<file path="config.mk">
export PLATFORM = sky130hd
export DESIGN_NAME = multi_tap_keypad_decoder
export DESIGN_NICKNAME = d
export VERILOG_FILES = /design/src/sv/mtkd_pkg.sv /design/src/sv/mtkd_step.sv /design/src/sv/mtkd_fifo.sv /design/src/sv/multi_tap_keypad_decoder.sv
export VERILOG_INCLUDE_DIRS = /design/src /design/src/sv
export SDC_FILE = /design/constraint.sdc
export NUM_CORES = 1
export LEC_CHECK = 0
export ABC_AREA = 1
export BUFFER_PORTS_ARGS = -buffer_cell sky130_fd_sc_hd__buf_2
export CAP_MARGIN = 15
export CORE_MARGIN = 3
export CORE_UTILIZATION = 50
export CTS_BUF_LIST = sky130_fd_sc_hd__clkbuf_4 sky130_fd_sc_hd__clkbuf_8
export CTS_CLUSTER_SIZE = 28
export DETAILED_ROUTE_END_ITERATION = 16
export HOLD_SLACK_MARGIN = 0.08
export PLACE_DENSITY = 0.76
export SETUP_SLACK_MARGIN = 0.3
export SYNTH_ARGS = -nofsm -noshare
export SYNTH_HDL_FRONTEND = slang
export SYNTH_SLANG_ARGS = --single-unit
export TNS_END_PERCENT = 10
</file>
<file path="constraint.sdc">
create_clock -name clk -period 10.85 [get_ports clk]
set_input_delay 0.5425 -clock clk [delete_from_list [all_inputs] [get_ports clk]]
set_output_delay 0.5425 -clock clk [all_outputs]
set_load 0.05 [all_outputs]
</file>
<file path="src/sv/multi_tap_keypad_decoder_assert.svh">
// ----------------------------------------------------------------------------
// Assertion macros for the multi-tap keypad decoder.
// Each macro checks one property on the rising clock, disabled during reset.
// ----------------------------------------------------------------------------
`ifndef MULTI_TAP_KEYPAD_DECODER_ASSERT_SVH
`define MULTI_TAP_KEYPAD_DECODER_ASSERT_SVH

// Same-cycle implication: whenever ante holds, cons holds too.
`define MTKD_ASSERT_IMPL(lbl, clk, rst_n, ante, cons) \
  lbl: assert property (@(posedge clk) disable iff (!rst_n) (ante) |-> (cons)) \
    else $error("mtkd same-cycle check failed");

// Next-cycle implication: whenever ante holds, cons holds in the next cycle.
`define MTKD_ASSERT_NEXT(lbl, clk, rst_n, ante, cons) \
  lbl: assert property (@(posedge clk) disable iff (!rst_n) (ante) |=> (cons)) \
    else $error("mtkd next-cycle check failed");

`endif

</file>
<file path="src/sv/mtkd_pkg.sv">
// ----------------------------------------------------------------------------
// mtkd_pkg
// Types, constants and table functions shared by the keypad decoder modules.
// ----------------------------------------------------------------------------
`timescale 1ns / 1ps

package mtkd_pkg;

  // One input beat.
  typedef struct packed {
    logic [7:0] symbol;
    logic       end_of_message;
  } in_beat_t;

  // One result beat.
  typedef struct packed {
    logic [7:0] text_char;
    logic       last_of_step;
  } out_beat_t;

  // Results produced by one input item; a second result only follows a first.
  typedef struct packed {
    logic      a_valid;
    logic      b_valid;
    out_beat_t a;
    out_beat_t b;
  } step_res_t;

  localparam int RES_FIFO_DEPTH = 4;

  localparam logic [7:0] SYM_ONE   = 8'h31;
  localparam logic [7:0] SYM_NINE  = 8'h39;
  localparam logic [7:0] SYM_ZERO  = 8'h30;
  localparam logic [7:0] SYM_HASH  = 8'h23;
  localparam logic [7:0] SYM_STAR  = 8'h2A;
  localparam logic [7:0] CHAR_UP_A = 8'h41;
  localparam logic [7:0] CHAR_UP_Z = 8'h5A;
  localparam logic [7:0] CASE_BIT  = 8'h20;

  localparam logic [3:0] KEY_ZERO = 4'd10;
  localparam logic [3:0] KEY_HASH = 4'd11;
  localparam logic [3:0] KEY_NONE = 4'd15;

  localparam int ROW_SLOTS = 6;

  localparam logic [7:0] KEY_ROWS [0:15][0:ROW_SLOTS-1] = '{
    '{8'h2E, 8'h2C, 8'h2D, 8'h3F, 8'h21, 8'h31},
    '{8'h41, 8'h42, 8'h43, 8'h32, 8'h00, 8'h00},
    '{8'h44, 8'h45, 8'h46, 8'h33, 8'h00, 8'h00},
    '{8'h47, 8'h48, 8'h49, 8'h34, 8'h00, 8'h00},
    '{8'h4A, 8'h4B, 8'h4C, 8'h35, 8'h00, 8'h00},
    '{8'h4D, 8'h4E, 8'h4F, 8'h36, 8'h00, 8'h00},
    '{8'h50, 8'h51, 8'h52, 8'h53, 8'h37, 8'h00},
    '{8'h54, 8'h55, 8'h56, 8'h38, 8'h00, 8'h00},
    '{8'h57, 8'h58, 8'h59, 8'h5A, 8'h39, 8'h00},
    '{8'h00, 8'h00, 8'h00, 8'h00, 8'h00, 8'h00},
    '{8'h2B, 8'h30, 8'h00, 8'h00, 8'h00, 8'h00},
    '{8'h20, 8'h23, 8'h00, 8'h00, 8'h00, 8'h00},
    '{8'h00, 8'h00, 8'h00, 8'h00, 8'h00, 8'h00},
    '{8'h00, 8'h00, 8'h00, 8'h00, 8'h00, 8'h00},
    '{8'h00, 8'h00, 8'h00, 8'h00, 8'h00, 8'h00},
    '{8'h00, 8'h00, 8'h00, 8'h00, 8'h00, 8'h00}
  };

  localparam logic [2:0] ROW_LEN [0:15] = '{
    3'd6, 3'd4, 3'd4, 3'd4, 3'd4, 3'd4, 3'd5, 3'd4,
    3'd5, 3'd1, 3'd2, 3'd2, 3'd1, 3'd1, 3'd1, 3'd1
  };

  // Maps a keypad byte to its row index, or KEY_NONE.
  function automatic logic [3:0] key_index(input logic [7:0] sym);
    logic [7:0] diff;
    diff = sym - SYM_ONE;
    if (sym >= SYM_ONE && sym <= SYM_NINE) begin
      return diff[3:0];
    end else if (sym == SYM_ZERO) begin
      return KEY_ZERO;
    end else if (sym == SYM_HASH) begin
      return KEY_HASH;
    end
    return KEY_NONE;
  endfunction

  // Character at a row position; letters fold to lowercase unless capital.
  function automatic logic [7:0] row_char(input logic [3:0] row, input logic [2:0] pos,
                                          input logic capital);
    logic [2:0] p;
    logic [7:0] c;
    p = (pos >= 3'(ROW_SLOTS)) ? 3'd0 : pos;
    c = KEY_ROWS[row][p];
    if (!capital && c >= CHAR_UP_A && c <= CHAR_UP_Z) begin
      c = c | CASE_BIT;
    end
    return c;
  endfunction

endpackage

</file>
<file path="src/sv/mtkd_step.sv">
// ----------------------------------------------------------------------------
// mtkd_step
// Holds the pending key state and decodes one registered symbol per cycle while fire is set.
// ----------------------------------------------------------------------------
`timescale 1ns / 1ps

module mtkd_step (
  input  logic                clk,
  input  logic                rst_n,
  input  logic                fire,
  input  mtkd_pkg::in_beat_t  beat,
  output mtkd_pkg::step_res_t res
);

  logic       pend_valid_r, pend_valid_nxt;
  logic [3:0] pend_key_r, pend_key_nxt;
  logic [2:0] press_cnt_r, press_cnt_nxt;

  logic [3:0] key;
  logic [3:0] next_pos;
  logic       e0_valid, e1_valid;
  logic [7:0] e0_char, e1_char;

  assign key = mtkd_pkg::key_index(beat.symbol);

  always_comb begin
    pend_valid_nxt = pend_valid_r;
    pend_key_nxt   = pend_key_r;
    press_cnt_nxt  = press_cnt_r;
    e0_valid       = 1'b0;
    e0_char        = mtkd_pkg::row_char(pend_key_r, press_cnt_r, 1'b0);
    next_pos       = {1'b0, press_cnt_r} + 4'd1;

    if (key != mtkd_pkg::KEY_NONE) begin
      if (pend_valid_r && pend_key_r == key) begin
        if (next_pos >= {1'b0, mtkd_pkg::ROW_LEN[key]}) begin
          press_cnt_nxt = 3'd0;
        end else begin
          press_cnt_nxt = next_pos[2:0];
        end
      end else begin
        e0_valid       = pend_valid_r;
        pend_valid_nxt = 1'b1;
        pend_key_nxt   = key;
        press_cnt_nxt  = 3'd0;
      end
    end else if (beat.symbol == mtkd_pkg::SYM_STAR) begin
      // A capital marker only acts on a character still being composed.
      e0_char = mtkd_pkg::row_char(pend_key_r, press_cnt_r, 1'b1);
      if (pend_valid_r) begin
        e0_valid       = 1'b1;
        pend_valid_nxt = 1'b0;
        press_cnt_nxt  = 3'd0;
      end
    end else if (pend_valid_r) begin
      e0_valid       = 1'b1;
      pend_valid_nxt = 1'b0;
      press_cnt_nxt  = 3'd0;
    end

    // End of message flushes whatever is pending after the symbol itself.
    e1_char  = mtkd_pkg::row_char(pend_key_nxt, press_cnt_nxt, 1'b0);
    e1_valid = beat.end_of_message && pend_valid_nxt;
    if (e1_valid) begin
      pend_valid_nxt = 1'b0;
      press_cnt_nxt  = 3'd0;
    end
  end

  always_comb begin
    res.a_valid = e0_valid || e1_valid;
    res.b_valid = e0_valid && e1_valid;
    res.a.text_char    = e0_valid ? e0_char : e1_char;
    res.a.last_of_step = !(e0_valid && e1_valid);
    res.b.text_char    = e1_char;
    res.b.last_of_step = 1'b1;
  end

  always_ff @(posedge clk) begin
    if (!rst_n) begin
      pend_valid_r <= 1'b0;
      pend_key_r   <= 4'd0;
      press_cnt_r  <= 3'd0;
    end else if (fire) begin
      pend_valid_r <= pend_valid_nxt;
      pend_key_r   <= pend_key_nxt;
      press_cnt_r  <= press_cnt_nxt;
    end
  end

endmodule

</file>
<file path="src/sv/mtkd_fifo.sv">
// ----------------------------------------------------------------------------
// mtkd_fifo
// Result queue that takes up to two beats per cycle and gives one per cycle while not stalled.
// ----------------------------------------------------------------------------
`timescale 1ns / 1ps

module mtkd_fifo #(
  parameter int DEPTH = mtkd_pkg::RES_FIFO_DEPTH
) (
  input  logic                clk,
  input  logic                rst_n,
  input  logic                push,
  input  mtkd_pkg::step_res_t push_res,
  output logic                room,
  output logic                out_valid,
  input  logic                out_stall,
  output mtkd_pkg::out_beat_t out_beat
);

  localparam int PW = (DEPTH > 1) ? $clog2(DEPTH) : 1;
  localparam int CW = $clog2(DEPTH + 1);

  mtkd_pkg::out_beat_t mem_r [DEPTH];

  logic [PW-1:0] wr_ptr_r, wr_ptr_nxt;
  logic [PW-1:0] rd_ptr_r, rd_ptr_nxt;
  logic [CW-1:0] count_r, count_nxt;
  logic [PW-1:0] wr_ptr_b;
  logic          pop;
  logic          wr_a, wr_b;

  function automatic logic [PW-1:0] ptr_inc(input logic [PW-1:0] p);
    return (p == PW'(DEPTH - 1)) ? '0 : p + PW'(1);
  endfunction

  assign out_valid = (count_r != '0);
  assign out_beat  = mem_r[rd_ptr_r];
  assign room      = (count_r <= CW'(DEPTH - 2));
  assign pop       = out_valid && !out_stall;
  assign wr_a      = push && push_res.a_valid;
  assign wr_b      = push && push_res.b_valid;
  assign wr_ptr_b  = ptr_inc(wr_ptr_r);

  always_comb begin
    wr_ptr_nxt = wr_ptr_r;
    if (wr_b) begin
      wr_ptr_nxt = ptr_inc(wr_ptr_b);
    end else if (wr_a) begin
      wr_ptr_nxt = wr_ptr_b;
    end
    rd_ptr_nxt = pop ? ptr_inc(rd_ptr_r) : rd_ptr_r;
    count_nxt  = count_r + CW'(wr_a) + CW'(wr_b) - CW'(pop);
  end

  always_ff @(posedge clk) begin
    if (!rst_n) begin
      wr_ptr_r <= '0;
      rd_ptr_r <= '0;
      count_r  <= '0;
    end else begin
      wr_ptr_r <= wr_ptr_nxt;
      rd_ptr_r <= rd_ptr_nxt;
      count_r  <= count_nxt;
    end
  end

  always_ff @(posedge clk) begin
    if (wr_a) begin
      mem_r[wr_ptr_r] <= push_res.a;
    end
    if (wr_b) begin
      mem_r[wr_ptr_b] <= push_res.b;
    end
  end

endmodule

</file>
<file path="src/sv/multi_tap_keypad_decoder.sv">
// A symbol beat is decoded from the input register; its results go to the result queue.
// Throughput: one symbol beat per cycle while each causes at most one result and the output
// is not stalled; symbols that cause two results are paced by the one-beat-per-cycle output.
// Reset (rst_n low, synchronous) clears the pending key state, the input register
// and the result queue; no character is pending afterwards.
// ----------------------------------------------------------------------------
// multi_tap_keypad_decoder
// Multi-tap phone keypad text decoder: keypad bytes in, decoded characters out.
// ----------------------------------------------------------------------------
`timescale 1ns / 1ps
`include "multi_tap_keypad_decoder_assert.svh"

module multi_tap_keypad_decoder #(
  parameter int FIFO_DEPTH = mtkd_pkg::RES_FIFO_DEPTH
) (
  input  logic                clk,
  input  logic                rst_n,
  input  logic                in_valid,
  output logic                in_stall,
  input  mtkd_pkg::in_beat_t  in_beat,
  output logic                out_valid,
  input  logic                out_stall,
  output mtkd_pkg::out_beat_t out_beat
);

  // The input register holds one symbol beat. It is decoded against the
  // pending key state in the same cycle, and its results (zero, one or two)
  // are pushed into the result queue when the queue has room for two.
  logic               in_valid_r, in_valid_nxt;
  mtkd_pkg::in_beat_t in_beat_r;

  mtkd_pkg::step_res_t res;
  logic                room;
  logic                advance;
  logic                load;

  assign advance      = in_valid_r && room;
  assign in_stall     = in_valid_r && !room;
  assign load         = in_valid && !in_stall;
  assign in_valid_nxt = load || (in_valid_r && !advance);

  always_ff @(posedge clk) begin
    if (!rst_n) begin
      in_valid_r <= 1'b0;
    end else begin
      in_valid_r <= in_valid_nxt;
    end
  end

  // Payload needs no reset; it is only looked at while in_valid_r is set.
  always_ff @(posedge clk) begin
    if (load) begin
      in_beat_r <= in_beat;
    end
  end

  // Key state and decode. State moves only when the held beat is consumed.
  mtkd_step u_step (
    .clk   (clk),
    .rst_n (rst_n),
    .fire  (advance),
    .beat  (in_beat_r),
    .res   (res)
  );

  // Result queue, which decouples output stalls from symbol intake.
  mtkd_fifo #(
    .DEPTH (FIFO_DEPTH)
  ) u_fifo (
    .clk       (clk),
    .rst_n     (rst_n),
    .push      (advance),
    .push_res  (res),
    .room      (room),
    .out_valid (out_valid),
    .out_stall (out_stall),
    .out_beat  (out_beat)
  );

  // A second result is only ever produced together with a first one.
  `MTKD_ASSERT_IMPL(a_res_order, clk, rst_n, !res.a_valid, !res.b_valid)
  // When two results come from one symbol, the earlier one is not marked last.
  `MTKD_ASSERT_IMPL(a_last_flag, clk, rst_n, res.b_valid, !res.a.last_of_step)
  // A held beat that could not move on is still there, unchanged, next cycle.
  `MTKD_ASSERT_NEXT(a_hold_beat, clk, rst_n, in_valid_r && !advance,
                    in_valid_r && $stable(in_beat_r))
  // A stalled result is never dropped from the queue.
  `MTKD_ASSERT_NEXT(a_out_hold, clk, rst_n, out_valid && out_stall, out_valid)

endmodule
</file>
==> metrics.md <==
| Metric | Value |
|---|---|
| GRT Overall Usage | `between 20% and 30%` |
| Mapped Area | `4750 µm²` |
| Worst Hold Launch | `in_beat[1]` |
| Io pins | `24` |
| # rows | `34` |
| Min-Delay Path Class | `input pin to flip-flop` |
| Reg2Reg Depth | `34` |
| Cts hold-fix bufs | `0` |
| Root Driver | `clkbuf_8` |
| Worst path bufs/invs | `5` |
| Maximum VDD drop | `92.1 µV` |
| Final Hold Vio Count | `0` |
| Post-synthesis cell count | `671` |
| R2R setup slack | `6.38 ns` |
| Reg area | `1550 µm²` |
| Top cells by count, synth | `nand2_1, inv_1, nor2_1` |
| Final WS setup | `around 6.4 ns` |
| RSZ-0062 raised after global routing | `false` |
| FMAX | `224 MHz` |
| Most frequent CP cell | `nand2_1` |
| Finished Cell Area | `~5100 µm²` |
| Pwr Total | `0.00107 W` |
| DRT antenna net count | `0` |
| Antenna diodes | `0` |
| Status | `finished clean` |
| Crit end category | `flip-flop` |
| H-tree levels | `3` |
| DR pass1 iterations | `8` |
| Layout cell share with drive strength beyond 1 | `12.2%` |
| Mean area per synthesized cell | `7.08 µm²` |
| P per Cell Area | `around 210 nW/µm²` |
| Vias in the first global route | `4,353` |
| Max FO, Critical Path | `14` |
| Synth area leaders | `edfxtp_1, nand2_1, dfxtp_1` |
| CTS buffer count | `9` |
| Filler cells | `approximately 840` |
| Clock tree buffer depth | `2` |
| FF+latch count, synth | `59` |
| DRT Wirelength | `11,700 µm` |
| Sink Count | `59` |
| DR iter-0 viols | `about 400` |
| Crit path required time | `10.95 ns` |
| Port bufs | `22` |
| Slew Limit Fails | `0` |
| Total of warnings raised by yosys | `0` |
| Top delay family on crit path | `simple AND/OR/NAND/NOR gates` |
| Worst-margin pin slew | `0.764 ns` |
| First-pass GRT wire length | `~20,000 µm` |
| Yosys top cell area share | `between 20% and 30%` |
| Worst skew pair latency | `0.34 ns` |
| Routed WL per cell | `14.2 µm` |
| Area of the multi-input gates | `2730 µm²` |
| Post-DR vias/cell | `5.59` |
| Crit Path Class | `flip-flop to flip-flop` |
| Crit path time final | `4.47 ns` |
| Top FF cell, synth | `edfxtp_1` |
| Biggest area consumer among synthesized cells | `edfxtp_1` |
| Crit path max-delay cell type | `edfxtp_1` |
| DRC | `0` |
| Die span in y | `103 µm` |
| Nets | `735` |
| Total core area | `8980 µm²` |
| Worst Hold End | `in_beat_r[1]$_DFFE_PP_` |
| Initial Util | `52.9%` |
| Worst slew margin | `48.9%` |
| Area delta synth->final | `8.19%` |
| Sequential area share after synthesis | `32.6%` |
| Post-place setup slack | `6.46 ns` |
| Synth Net Count | `716` |
| Synth async-reset ratio | `0%` |
| HPWL Detailed | `about 8700 µm` |
| # Max-Cap Violations | `0` |
| Die area | `10,700 µm²` |
| Final Skew | `0.0103 ns` |
| Utilization after layout | `roughly 57%` |
| Arr. time, crit path | `4.56 ns` |
| Post-Place Cell Area | `a little under 5000 µm²` |
| Post-CTS setup buffers | `0` |
| Crit. Startpoint | `in_beat_r[1]$_DFFE_PP_` |
| Worst R2R End | `u_fifo.mem_r[0][6]$_DFFE_PP_` |
| Via count | `4,586` |
| Chip width | `around 100 µm` |
| LEAKAGE | `2.37 nW` |
| Post-synth cell types | `47` |
| Pin count of the biggest net entering global routing | `19` |
| Gr ovfl total | `0` |
| Clock slew seen by the registers of the worst setup and hold paths | `0.07 ns` |
| Worst R2R Start | `in_beat_r[1]$_DFFE_PP_` |
| Hold Crit Depth | `1` |
| GPL Wtd Cong | `0.995` |
| Post-CTS sizing | `0` |
| Initial antenna violation count | `0` |
| CTS tree | `done` |
| Final setup fails | `0` |
| Final setup TNS | `0 ns` |
| Most common cell in the synthesized netlist | `nand2_1` |
| Crit-path max cell delay | `0.42 ns` |
| Critical path launch point type | `flip-flop` |
| Fin crit share | `41.2%` |
| Post-synth EDFFs | `37` |
==> layout make-up <==
class                      count  share of cell area, %
clock inverter                 7                   1.51
multi-input combinational    496                   53.1
timing repair buffer          23                   2.29
clock buffer                   9                   2.41
tap                          126                   3.07
sequential                    59                   30.2
inverter                     101                   7.42
==> where the power goes <==
group          leakage [nW]  internal, W  switching (W)  total, W
logic                  1.75     0.000168       0.000406  0.000574
clock network        0.0998     0.000108      0.0000982  0.000206
registers             0.526     0.000262      0.0000300  0.000292
total                  2.37     0.000537       0.000534   0.00107
==> stage by stage <==
stage | instances | hold WS [ns]
final | 821 | 0.378
after detailed placement | 805 | 0.479
after global routing | 821 | 0.363
after CTS | 821 | 0.364
after global placement | 805 | 0.477
after floorplan | 671 | 0.463
==> routing by layer <==
metal	track usage (%)	share of wire [%]	up-vias
met5	0	0	-
met3	3.49	7.6	24
li1	-	-	2284
met1	30.3	43	2066
met2	40.0	48	212
met4	7.17	1.9	0
==> how the worst max path moves through the flow <==
stage	to	depth (start not counted)
2_1_floorplan	u_fifo.mem_r[0][6]$_DFFE_PP_	35
3_3_place_gp	u_fifo.mem_r[2][6]$_DFFE_PP_	34
3_5_place_dp	u_fifo.mem_r[0][6]$_DFFE_PP_	34
4_1_cts	u_fifo.mem_r[0][6]$_DFFE_PP_	34
5_1_grt	u_fifo.mem_r[0][6]$_DFFE_PP_	34
6_report	u_fifo.mem_r[0][6]$_DFFE_PP_	34
==> placed cells by master, fill, tap and decap left out, types with 3 or more instances in the layout <==
master	instances
nand2_1	153
inv_1	91
nor2_1	78
o21ai_0	58
edfxtp_1	37
a21oi_1	34
o22ai_1	34
nand3_1	31
ha_1	30
dfxtp_1	22
buf_2	22
nand2_2	11
nand4_1	9
clkbuf_8	9
nand2_4	8
nand3_2	8
a31oi_1	6
inv_2	6
clkinv_1	3
nor3_1	3
nor2_2	3
clkinv_4	3
==> sequential cells by signal (all words and copies together), names as in the netlist, named ones only <==
register / flops
u_fifo.wr_ptr_r: 2
in_valid_r: 1
in_beat_r: 9
u_step.press_cnt_r: 3
u_fifo.count_r: 3
u_fifo.mem_r: 32
u_step.pend_key_r: 4
u_step.pend_valid_r: 1
u_fifo.rd_ptr_r: 2
==> logic make-up (layout without fill, tap and decap cells) <==
kind of cell | count (synthesis) | after routing | share of synthesized area [%]
buf+inv | 116 | 140 | 9.87
fa+ha+maj | 32 | 32 | 8.74
other cells | 1 | 1 | 0.0789
flops | 59 | 59 | 32.6
xor+xnor | 2 | 2 | 0.369
compound gates | 151 | 151 | 18.5
simple gates | 310 | 310 | 29.8
Note: power is estimated with default switching activity, not from simulation.
